===== config.mk =====
export PLATFORM = sky130hd
export DESIGN_NAME = idle_page_zeroing_sequencer
export DESIGN_NICKNAME = d
export VERILOG_FILES = /design/src/design/ipz_pkg.sv /design/src/design/ipz_cfg.sv /design/src/design/ipz_in_stage.sv /design/src/design/ipz_step.sv /design/src/design/idle_page_zeroing_sequencer.sv
export SDC_FILE = /design/constraint.sdc
export NUM_CORES = 1
export LEC_CHECK = 0
export BUFFER_PORTS_ARGS = -buffer_cell sky130_fd_sc_hd__clkbuf_2
export CORE_UTILIZATION = 50
export CTS_BUF_LIST = sky130_fd_sc_hd__clkbuf_4 sky130_fd_sc_hd__clkbuf_8 sky130_fd_sc_hd__clkbuf_16
export DETAILED_ROUTE_END_ITERATION = 10
export GPL_TIMING_DRIVEN = 0
export PLACE_DENSITY = 0.72
export SYNTH_ARGS = -nofsm -noshare
export SYNTH_HDL_FRONTEND = slang
export SYNTH_SLANG_ARGS = --single-unit

===== constraint.sdc =====
create_clock -name clk -period 6.2 [get_ports clk]
set_clock_uncertainty 0.15 [all_clocks]
set_input_delay 0.31 -clock clk [delete_from_list [all_inputs] [get_ports clk]]
set_output_delay 0.31 -clock clk [all_outputs]
set_load 0.02 [all_outputs]

===== src/design/ipz_pkg.sv =====
// ----------------------------------------------------------------------------
// ipz_pkg
// shared types and constants of the idle page zeroing sequencer
// ----------------------------------------------------------------------------
package ipz_pkg;

    localparam int PAGE_BYTES_DEF = 4096;
    localparam int RUN_BYTES_DEF  = 32;

    localparam int PAGE_W   = 24;
    localparam int COUNT_W  = 24;
    localparam int BUDGET_W = 13;
    localparam int WOFS_W   = 12;
    localparam int TOTAL_W  = 32;
    localparam int PPS_W    = 16;

    localparam int CFG_IDX_W  = 4;
    localparam int CFG_DATA_W = 16;

    localparam int IN_DATA_W  = 80;
    localparam int OUT_DATA_W = 104;

    localparam logic [PPS_W-1:0] PPS_RESET = 16'd20000;
    localparam int BUDGET_DIV = 10;
    localparam logic [BUDGET_W-1:0] BUDGET_RESET = BUDGET_W'(20000 / BUDGET_DIV);

    // reciprocal of ten, exact for every 16-bit operand
    localparam logic [PPS_W-1:0] RECIP10   = 16'd52429;
    localparam int               RECIP10_SH = 19;

    localparam logic [CFG_IDX_W-1:0] REG_ENABLE      = 4'd0;
    localparam logic [CFG_IDX_W-1:0] REG_PPS         = 4'd1;
    localparam logic [CFG_IDX_W-1:0] REG_NONTEMPORAL = 4'd2;
    localparam logic [CFG_IDX_W-1:0] REG_HOLD_LOW    = 4'd3;

    typedef enum logic [1:0] {
        PH_IDLE    = 2'd0,
        PH_GET     = 2'd1,
        PH_ZERO    = 2'd2,
        PH_RELEASE = 2'd3
    } phase_t;

    typedef struct packed {
        logic                enable;
        logic                nontemporal;
        logic                hold_low;
        logic [BUDGET_W-1:0] budget_load;
    } cfg_t;

    typedef struct packed {
        logic [COUNT_W-1:0] zeroed_pages;
        logic [COUNT_W-1:0] free_pages;
        logic               lock_granted;
        logic               page_offered;
        logic [PAGE_W-1:0]  offered_page;
        logic               resched_request;
    } item_t;

    typedef struct packed {
        phase_t             phase;
        logic               write_valid;
        logic [PAGE_W-1:0]  write_page;
        logic [WOFS_W-1:0]  write_offset;
        logic               write_nontemporal;
        logic               release_valid;
        logic [PAGE_W-1:0]  release_page;
        logic [TOTAL_W-1:0] pages_zeroed_total;
    } result_t;

endpackage


===== src/design/ipz_cfg.sv =====
// ----------------------------------------------------------------------------
// ipz_cfg
// configuration registers, burst budget worked out when the rate is written
// ----------------------------------------------------------------------------
module ipz_cfg
(
    input  logic                            clk,
    input  logic                            rst_n,
    input  logic                            cfg_valid,
    output logic                            cfg_ready,
    input  logic [ipz_pkg::CFG_IDX_W-1:0]   cfg_index,
    input  logic [ipz_pkg::CFG_DATA_W-1:0]  cfg_data,
    output ipz_pkg::cfg_t                   cfg
);

    ipz_pkg::cfg_t cfg_reg;
    ipz_pkg::cfg_t cfg_next;
    logic [2*ipz_pkg::PPS_W-1:0] recip_prod;

    assign cfg_ready  = 1'b1;
    // pages_per_second / 10 by reciprocal multiply
    assign recip_prod = (2*ipz_pkg::PPS_W)'(cfg_data) *
                        (2*ipz_pkg::PPS_W)'(ipz_pkg::RECIP10);

    always_comb
    begin
        cfg_next = cfg_reg;
        if (cfg_valid)
        begin
            case (cfg_index)
                ipz_pkg::REG_ENABLE:      cfg_next.enable      = cfg_data[0];
                ipz_pkg::REG_NONTEMPORAL: cfg_next.nontemporal = cfg_data[0];
                ipz_pkg::REG_HOLD_LOW:    cfg_next.hold_low    = cfg_data[0];
                ipz_pkg::REG_PPS:
                    cfg_next.budget_load =
                        recip_prod[ipz_pkg::RECIP10_SH +: ipz_pkg::BUDGET_W];
                default: ;
            endcase
        end
    end

    always_ff @(posedge clk or negedge rst_n)
    begin
        if (!rst_n)
        begin
            cfg_reg.enable      <= 1'b0;
            cfg_reg.nontemporal <= 1'b0;
            cfg_reg.hold_low    <= 1'b0;
            cfg_reg.budget_load <= ipz_pkg::BUDGET_RESET;
        end
        else
        begin
            cfg_reg <= cfg_next;
        end
    end

    assign cfg = cfg_reg;

endmodule


===== src/design/ipz_in_stage.sv =====
// ----------------------------------------------------------------------------
// ipz_in_stage
// input register, unpacks the slot fields of one transfer
// ----------------------------------------------------------------------------
module ipz_in_stage
(
    input  logic                           clk,
    input  logic                           rst_n,
    input  logic                           s_tvalid,
    output logic                           s_tready,
    input  logic [ipz_pkg::IN_DATA_W-1:0]  s_tdata,
    input  logic                           advance,
    output logic                           item_valid,
    output ipz_pkg::item_t                 item
);

    logic           valid_reg;
    logic           valid_next;
    ipz_pkg::item_t item_reg;
    ipz_pkg::item_t item_next;

    assign s_tready = !valid_reg || advance;

    always_comb
    begin
        item_next.zeroed_pages    = s_tdata[23:0];
        item_next.free_pages      = s_tdata[47:24];
        item_next.lock_granted    = s_tdata[48];
        item_next.page_offered    = s_tdata[49];
        item_next.offered_page    = s_tdata[73:50];
        item_next.resched_request = s_tdata[74];
        valid_next = (s_tvalid && s_tready) || (valid_reg && !advance);
    end

    always_ff @(posedge clk or negedge rst_n)
    begin
        if (!rst_n)
        begin
            valid_reg <= 1'b0;
        end
        else
        begin
            valid_reg <= valid_next;
        end
    end

    always_ff @(posedge clk)
    begin
        if (s_tvalid && s_tready)
        begin
            item_reg <= item_next;
        end
    end

    assign item_valid = valid_reg;
    assign item       = item_reg;

endmodule


===== src/design/ipz_step.sv =====
// ----------------------------------------------------------------------------
// ipz_step
// one scheduler slot: next phase, budget, offset and the result item
// ----------------------------------------------------------------------------
module ipz_step
#(
    parameter int PAGE_BYTES = ipz_pkg::PAGE_BYTES_DEF,
    parameter int RUN_BYTES  = ipz_pkg::RUN_BYTES_DEF,
    parameter int OFS_W      = $clog2(PAGE_BYTES + RUN_BYTES)
)
(
    input  ipz_pkg::cfg_t                   cfg,
    input  ipz_pkg::item_t                  item,
    input  ipz_pkg::phase_t                 phase,
    input  logic [ipz_pkg::BUDGET_W-1:0]    budget,
    input  logic [ipz_pkg::PAGE_W-1:0]      held_page,
    input  logic [OFS_W-1:0]                run_offset,
    input  logic [ipz_pkg::TOTAL_W-1:0]     total,
    output ipz_pkg::phase_t                 phase_next,
    output logic [ipz_pkg::BUDGET_W-1:0]    budget_next,
    output logic [ipz_pkg::PAGE_W-1:0]      held_page_next,
    output logic [OFS_W-1:0]                run_offset_next,
    output logic [ipz_pkg::TOTAL_W-1:0]     total_next,
    output ipz_pkg::result_t                result
);

    localparam int CMP_W = ipz_pkg::COUNT_W + 4;
    localparam logic [OFS_W-1:0] RUN_STEP = OFS_W'(RUN_BYTES);
    localparam logic [OFS_W-1:0] PAGE_END = OFS_W'(PAGE_BYTES);

    logic [CMP_W-1:0] free_w;
    logic [CMP_W-1:0] zp1_w;
    logic             below_4_5;
    logic             below_2_3;
    logic             need_zero;
    logic [ipz_pkg::BUDGET_W-1:0] budget_dec;
    logic [OFS_W-1:0] ofs_inc;
    logic [31:0]      ofs_wide;

    // zeroed < floor(a*f/b)  <=>  a*f >= b*(zeroed+1)
    assign free_w    = CMP_W'(item.free_pages);
    assign zp1_w     = CMP_W'(item.zeroed_pages) + CMP_W'(1);
    assign below_4_5 = (free_w << 2) >= ((zp1_w << 2) + zp1_w);
    assign below_2_3 = (free_w << 1) >= ((zp1_w << 1) + zp1_w);
    assign need_zero = cfg.enable && below_4_5 && (!cfg.hold_low || below_2_3);

    assign budget_dec = budget - ipz_pkg::BUDGET_W'(1);
    assign ofs_inc    = run_offset + RUN_STEP;
    assign ofs_wide   = 32'(run_offset);

    always_comb
    begin
        phase_next      = phase;
        budget_next     = budget;
        held_page_next  = held_page;
        run_offset_next = run_offset;
        total_next      = total;
        result          = '0;
        case (phase)
            ipz_pkg::PH_IDLE:
            begin
                if (need_zero)
                begin
                    budget_next = cfg.budget_load;
                end
                if (budget_next != '0)
                begin
                    phase_next = ipz_pkg::PH_GET;
                end
            end
            ipz_pkg::PH_GET:
            begin
                if (!item.lock_granted)
                begin
                    phase_next = ipz_pkg::PH_IDLE;
                end
                else
                begin
                    budget_next = budget_dec;
                    if (budget_dec == '0 || !item.page_offered)
                    begin
                        phase_next = ipz_pkg::PH_IDLE;
                    end
                    else
                    begin
                        held_page_next  = item.offered_page;
                        run_offset_next = '0;
                        phase_next      = ipz_pkg::PH_ZERO;
                    end
                end
            end
            ipz_pkg::PH_ZERO:
            begin
                if (!item.resched_request)
                begin
                    result.write_valid       = 1'b1;
                    result.write_page        = held_page;
                    result.write_offset      = ofs_wide[ipz_pkg::WOFS_W-1:0];
                    result.write_nontemporal = cfg.nontemporal;
                    run_offset_next          = ofs_inc;
                    if (ofs_inc >= PAGE_END)
                    begin
                        phase_next = ipz_pkg::PH_RELEASE;
                    end
                end
            end
            ipz_pkg::PH_RELEASE:
            begin
                if (item.lock_granted)
                begin
                    result.release_valid = 1'b1;
                    result.release_page  = held_page;
                    total_next           = total + ipz_pkg::TOTAL_W'(1);
                    phase_next           = ipz_pkg::PH_GET;
                end
            end
            default: ;
        endcase
        result.phase              = phase_next;
        result.pages_zeroed_total = total_next;
    end

endmodule


===== src/design/idle_page_zeroing_sequencer.sv =====
// ----------------------------------------------------------------------------
// idle_page_zeroing_sequencer
// background page zeroing sequencer driven by one scheduler slot per transfer
// ----------------------------------------------------------------------------
// Each input transfer is one scheduler slot and yields exactly one output
// transfer. A slot is taken into an input register, worked through the
// combinational phase logic and written to the output register, so one
// slot is taken every clock cycle while the output side keeps up; the
// result passes through the input and the output register and, with the
// output side ready, transfers from there. The rate is set by the phase
// and counter state, which is updated once per slot. The input side can
// still take one slot into its register while a result waits in the
// output register, and stalls only when both registers are full.
// Configuration writes complete in the cycle they are presented; the
// burst budget (rate / 10) is worked out when the rate register is written.
// ----------------------------------------------------------------------------
module idle_page_zeroing_sequencer
#(
    parameter int PAGE_BYTES = ipz_pkg::PAGE_BYTES_DEF,
    parameter int RUN_BYTES  = ipz_pkg::RUN_BYTES_DEF
)
(
    input  logic                            clk,
    input  logic                            rst_n,
    // config write channel
    input  logic                            cfg_valid,
    output logic                            cfg_ready,
    input  logic [ipz_pkg::CFG_IDX_W-1:0]   cfg_index,
    input  logic [ipz_pkg::CFG_DATA_W-1:0]  cfg_data,
    // slot input
    input  logic                            s_tvalid,
    output logic                            s_tready,
    // zeroed_pages[23:0], free_pages[47:24], lock_granted[48],
    // page_offered[49], offered_page[73:50], resched_request[74], zero fill
    input  logic [ipz_pkg::IN_DATA_W-1:0]   s_tdata,
    // result output
    output logic                            m_tvalid,
    input  logic                            m_tready,
    // phase[1:0], write_valid[2], write_page[26:3], write_offset[38:27],
    // write_nontemporal[39], release_valid[40], release_page[64:41],
    // pages_zeroed_total[96:65], zero fill
    output logic [ipz_pkg::OUT_DATA_W-1:0]  m_tdata
);

    // offset register holds up to the first value at or past the page end
    localparam int OFS_W = $clog2(PAGE_BYTES + RUN_BYTES);

    ipz_pkg::cfg_t    cfg;
    ipz_pkg::item_t   item;
    logic             item_valid;
    logic             advance;

    // sequencer state
    ipz_pkg::phase_t              phase_reg;
    ipz_pkg::phase_t              phase_next;
    logic [ipz_pkg::BUDGET_W-1:0] budget_reg;
    logic [ipz_pkg::BUDGET_W-1:0] budget_next;
    logic [ipz_pkg::PAGE_W-1:0]   held_page_reg;
    logic [ipz_pkg::PAGE_W-1:0]   held_page_next;
    logic [OFS_W-1:0]             run_offset_reg;
    logic [OFS_W-1:0]             run_offset_next;
    logic [ipz_pkg::TOTAL_W-1:0]  total_reg;
    logic [ipz_pkg::TOTAL_W-1:0]  total_next;

    // output register
    ipz_pkg::result_t result_next;
    ipz_pkg::result_t result_reg;
    logic             out_valid_reg;
    logic             out_valid_next;

    ipz_cfg u_cfg
    (
        .clk       (clk),
        .rst_n     (rst_n),
        .cfg_valid (cfg_valid),
        .cfg_ready (cfg_ready),
        .cfg_index (cfg_index),
        .cfg_data  (cfg_data),
        .cfg       (cfg)
    );

    ipz_in_stage u_in
    (
        .clk        (clk),
        .rst_n      (rst_n),
        .s_tvalid   (s_tvalid),
        .s_tready   (s_tready),
        .s_tdata    (s_tdata),
        .advance    (advance),
        .item_valid (item_valid),
        .item       (item)
    );

    ipz_step
    #(
        .PAGE_BYTES (PAGE_BYTES),
        .RUN_BYTES  (RUN_BYTES),
        .OFS_W      (OFS_W)
    )
    u_step
    (
        .cfg             (cfg),
        .item            (item),
        .phase           (phase_reg),
        .budget          (budget_reg),
        .held_page       (held_page_reg),
        .run_offset      (run_offset_reg),
        .total           (total_reg),
        .phase_next      (phase_next),
        .budget_next     (budget_next),
        .held_page_next  (held_page_next),
        .run_offset_next (run_offset_next),
        .total_next      (total_next),
        .result          (result_next)
    );

    // a slot moves on when the output register is free or being emptied
    assign advance        = item_valid && (!out_valid_reg || m_tready);
    assign out_valid_next = advance || (out_valid_reg && !m_tready);

    always_ff @(posedge clk or negedge rst_n)
    begin
        if (!rst_n)
        begin
            phase_reg      <= ipz_pkg::PH_IDLE;
            budget_reg     <= '0;
            held_page_reg  <= '0;
            run_offset_reg <= '0;
            total_reg      <= '0;
            out_valid_reg  <= 1'b0;
        end
        else
        begin
            out_valid_reg <= out_valid_next;
            if (advance)
            begin
                phase_reg      <= phase_next;
                budget_reg     <= budget_next;
                held_page_reg  <= held_page_next;
                run_offset_reg <= run_offset_next;
                total_reg      <= total_next;
            end
        end
    end

    // result payload, loaded only when a slot completes
    always_ff @(posedge clk)
    begin
        if (advance)
        begin
            result_reg <= result_next;
        end
    end

    assign m_tvalid = out_valid_reg;
    assign m_tdata  = {7'd0,
                       result_reg.pages_zeroed_total,
                       result_reg.release_page,
                       result_reg.release_valid,
                       result_reg.write_nontemporal,
                       result_reg.write_offset,
                       result_reg.write_page,
                       result_reg.write_valid,
                       result_reg.phase};

    // a page is only held while the budget still has pages left
    a_budget_live: assert property (@(posedge clk) disable iff (!rst_n)
        (phase_reg == ipz_pkg::PH_ZERO || phase_reg == ipz_pkg::PH_RELEASE)
            |-> (budget_reg != '0))
        else $error("page held with an empty budget");

    // a zero run is only written from the zero phase
    a_write_phase: assert property (@(posedge clk) disable iff (!rst_n)
        (out_valid_reg && result_reg.write_valid)
            |-> (result_reg.phase == ipz_pkg::PH_ZERO ||
                 result_reg.phase == ipz_pkg::PH_RELEASE))
        else $error("zero run outside the zero phase");

    // a release always hands back to the get phase and never writes
    a_release_phase: assert property (@(posedge clk) disable iff (!rst_n)
        (out_valid_reg && result_reg.release_valid)
            |-> (result_reg.phase == ipz_pkg::PH_GET && !result_reg.write_valid))
        else $error("release with wrong phase or a write");

    // the zeroed page count moves only by one release per completed slot
    a_total_step: assert property (@(posedge clk) disable iff (!rst_n)
        advance |=> (total_reg == $past(total_reg) + ipz_pkg::TOTAL_W'(1)) ==
                    $past(result_next.release_valid))
        else $error("zeroed page count out of step with releases");

endmodule


==> metrics.txt <==
status finished with violations; violated checks negative setup slack; hold depth 2; Avg WL per Cell 17.03 um; Reg2Reg Depth 29; dominant synthesized flop cell edfxtp_1; Worst path slowest cell or3_4; initial core utilization between 50% and 60%; met3 track demand over resource about 2.0%; most frequent cells in the layout ha_1 (204), clkbuf_2 (194), inv_1 (173); Hold WS roughly 0.089 ns; RR Endpoint budget_reg[4]; area of the mapped netlist roughly 20,000 um^2; gr ovfl total 0; post-synthesis to final-layout area growth 22.54%; CTS Buf Count 27; DR DRC count 0; vias in the first global route between 10,000 and 15,000; type of the worst min-delay path in2reg; Layout fillers just over 3,000; Detail Route Antenna Nets 0; RSZ-0062 raised after global routing true; PD cells 319.9 nW/um^2; Max Cap Viol 0; crit-path max cell delay about 0.4 ns; share of layout cells above drive strength 1 a little over a fifth; Tcrit/Tclk final 103.3%; 1st-iter DRT viols approximately 850; Crit. End Element flop; I/O Buffers around 190; commonest non-fill, non-tap cell in the layout ha_1; final HPWL from detailed placement about 35 mm; GRT Max-Usage Layer met2; First-pass DRT Iterations 6; reg2reg start u_in.item[52]; Core Rows 72; Final Hold Fails 0; Slew HR 33.83%; final wirelength between 40 and 50 mm; post-synth cell types a little over 100; initial antenna violation count 0; Worst Path Arrival between 6 and 7 ns; pre-CTS WS -1.458 ns; core region area approximately 39,000 um^2; slew of the pin with the lowest slew margin just under 1 ns; Gate Count Post-Synth about 1,800; total track usage a little under a quarter; reg2reg setup slack -0.20 ns; nets@finish about 2,600; CTS Root Cell clkbuf_16; #FFs+latches synth about 260; post-layout min period 6.402 ns; Finished Core Util 62.25%; register area share after synthesis 37.85%; die width about 200 um; M2 GR Usage between 30 and 40%; Sink Count about 260; first-pass GRT wire length between 70 and 80 mm; largest net degree at the start of global routing 57; mean area per synthesized cell roughly 11 um^2; Via Count between 10,000 and 15,000; number of enable flip-flop cells after synthesis approximately 170; Reg clk slew, reported paths about 0.06 ns; diode count 0; CTS H-tree depth 1; worst-skew pair later-pin latency about 0.54 ns; TritonCTS clock tree built; GP Congestion approximately 0.91; crit start category flop; Clock Tree Buf Depth 3; Peak Freq 156.2 MHz; Worst Hold Path EP u_cfg.cfg[13]; die area 40,160 um^2; average vias per placed instance roughly 5.4; critical path type reg2reg; setup violators final 15; setup ws final -0.2018 ns; Setup TNS -2.189 ns; fraction of registers with async set or reset after synthesis 36.74%; Die Height roughly 200 um; cell mode on critical path buf_8; maximum vdd drop about 290 uV; met1 usage between 30% and 40%; crit path max fanout 10; critical path required time 6.48 ns; Leakage 10.87 nW; Slew Limit Fails 0; Worst Min Path Start cfg_data[0]; I/O pin count roughly 210; max reg flops 92; Synth Warn # 0
==> power by group <==
part,internal (mW),switching [mW]
combinational,1.60,1.99
clock,1.06,0.679
sequential,2.19,0.203
==> worst max-delay path, delay by kind of cell (launching register included) <==
kind / cells / cell delay [ns]
AOI/OAI and AO/OA: 11 / 2.17
and+or+nand+nor: 9 / 1.81
adders and majority gates: 4 / 1.05
buffers and inverters: 3 / 0.43
DFF: 1 / 0.37
xor gates and xnor gates: 2 / 0.30
==> Yosys cell counts (51+ instances only) <==
library cell / count / area, um^2
fa_1: 83 / 1662
inv_1: 174 / 653.1
dfrtp_1: 91 / 2277
xnor2_1: 100 / 875.8
nor2_1: 93 / 349.1
xor2_1: 55 / 481.7
a21oi_1: 76 / 380.4
nand3_1: 51 / 255.2
o21ai_0: 63 / 315.3
nand2_1: 121 / 454.2
edfxtp_1: 167 / 5015
and2_1: 67 / 419.2
ha_1: 212 / 2653
==> timing repair <==
item	CTS	global route
setup buffers	36	8
setup endpoints to repair	15	18
hold buffers	84	0
endpoints found under the hold margin	119	0
pin swaps	43	27
resized for setup	65	35
==> worst max-delay path by stage <==
stage | startpoint | end | cells past startpoint
6_report | u_in.item[52] | budget_reg[4] | 29
5_1_grt | u_in.item[52] | budget_reg[12] | 30
4_1_cts | u_in.item[52] | budget_reg[12] | 30
3_5_place_dp | u_in.item[53] | budget_reg[7] | 29
3_3_place_gp | u_in.item[53] | budget_reg[2] | 29
2_1_floorplan | u_in.item[52] | budget_reg[6] | 29
==> final cells by class <==
class / instances / area (um^2) / share of cell area [%]
inverters: 182 / 685.7 / 2.843
plain buffers: 73 / 421.7 / 1.748
clock inverters: 12 / 170.2 / 0.7056
clock buffers: 37 / 787.0 / 3.263
flip-flops and latches: 264 / 7450 / 30.89
repair buffers: 323 / 2267 / 9.401
well taps: 518 / 648.1 / 2.688
multi-input cells: 1336 / 11690 / 48.46
==> kinds of logic (layout without fill, tap and decap cells) <==
logic type / count (synthesis) / count (layout) / share of synthesized area, %
AND/OR/NAND/NOR: 510 / 510 / 14.03
AO/OA/AOI/OAI: 316 / 316 / 11.16
adder cells (fa/ha/maj): 302 / 302 / 22.28
flip-flops: 264 / 264 / 37.85
buffers and inverters: 255 / 627 / 5.423
XOR/XNOR: 157 / 157 / 7.063
multiplexers: 38 / 38 / 2.149
other: 2 / 13 / 0.03816
==> per-layer routing <==
| metal | vias to the layer above | wire length [um] |
|---|---|---|
| li1 | 7270 | - |
| met1 | 7207 | 21200 |
| met2 | 418 | 22550 |
| met3 | 62 | 2146 |
| met4 | 0 | 849 |
| met5 | - | 0 |
==> through the flow <==
step,cell area [um^2],power (mW),cells
2_1_floorplan,19770,4.904,1855
3_3_place_gp,21390,5.673,2566
3_5_place_dp,21480,5.782,2569
4_1_cts,23900,7.692,2738
5_1_grt,24120,8.303,2745
6_report,24120,7.714,2745
Note: power is estimated with default switching activity, not from simulation.
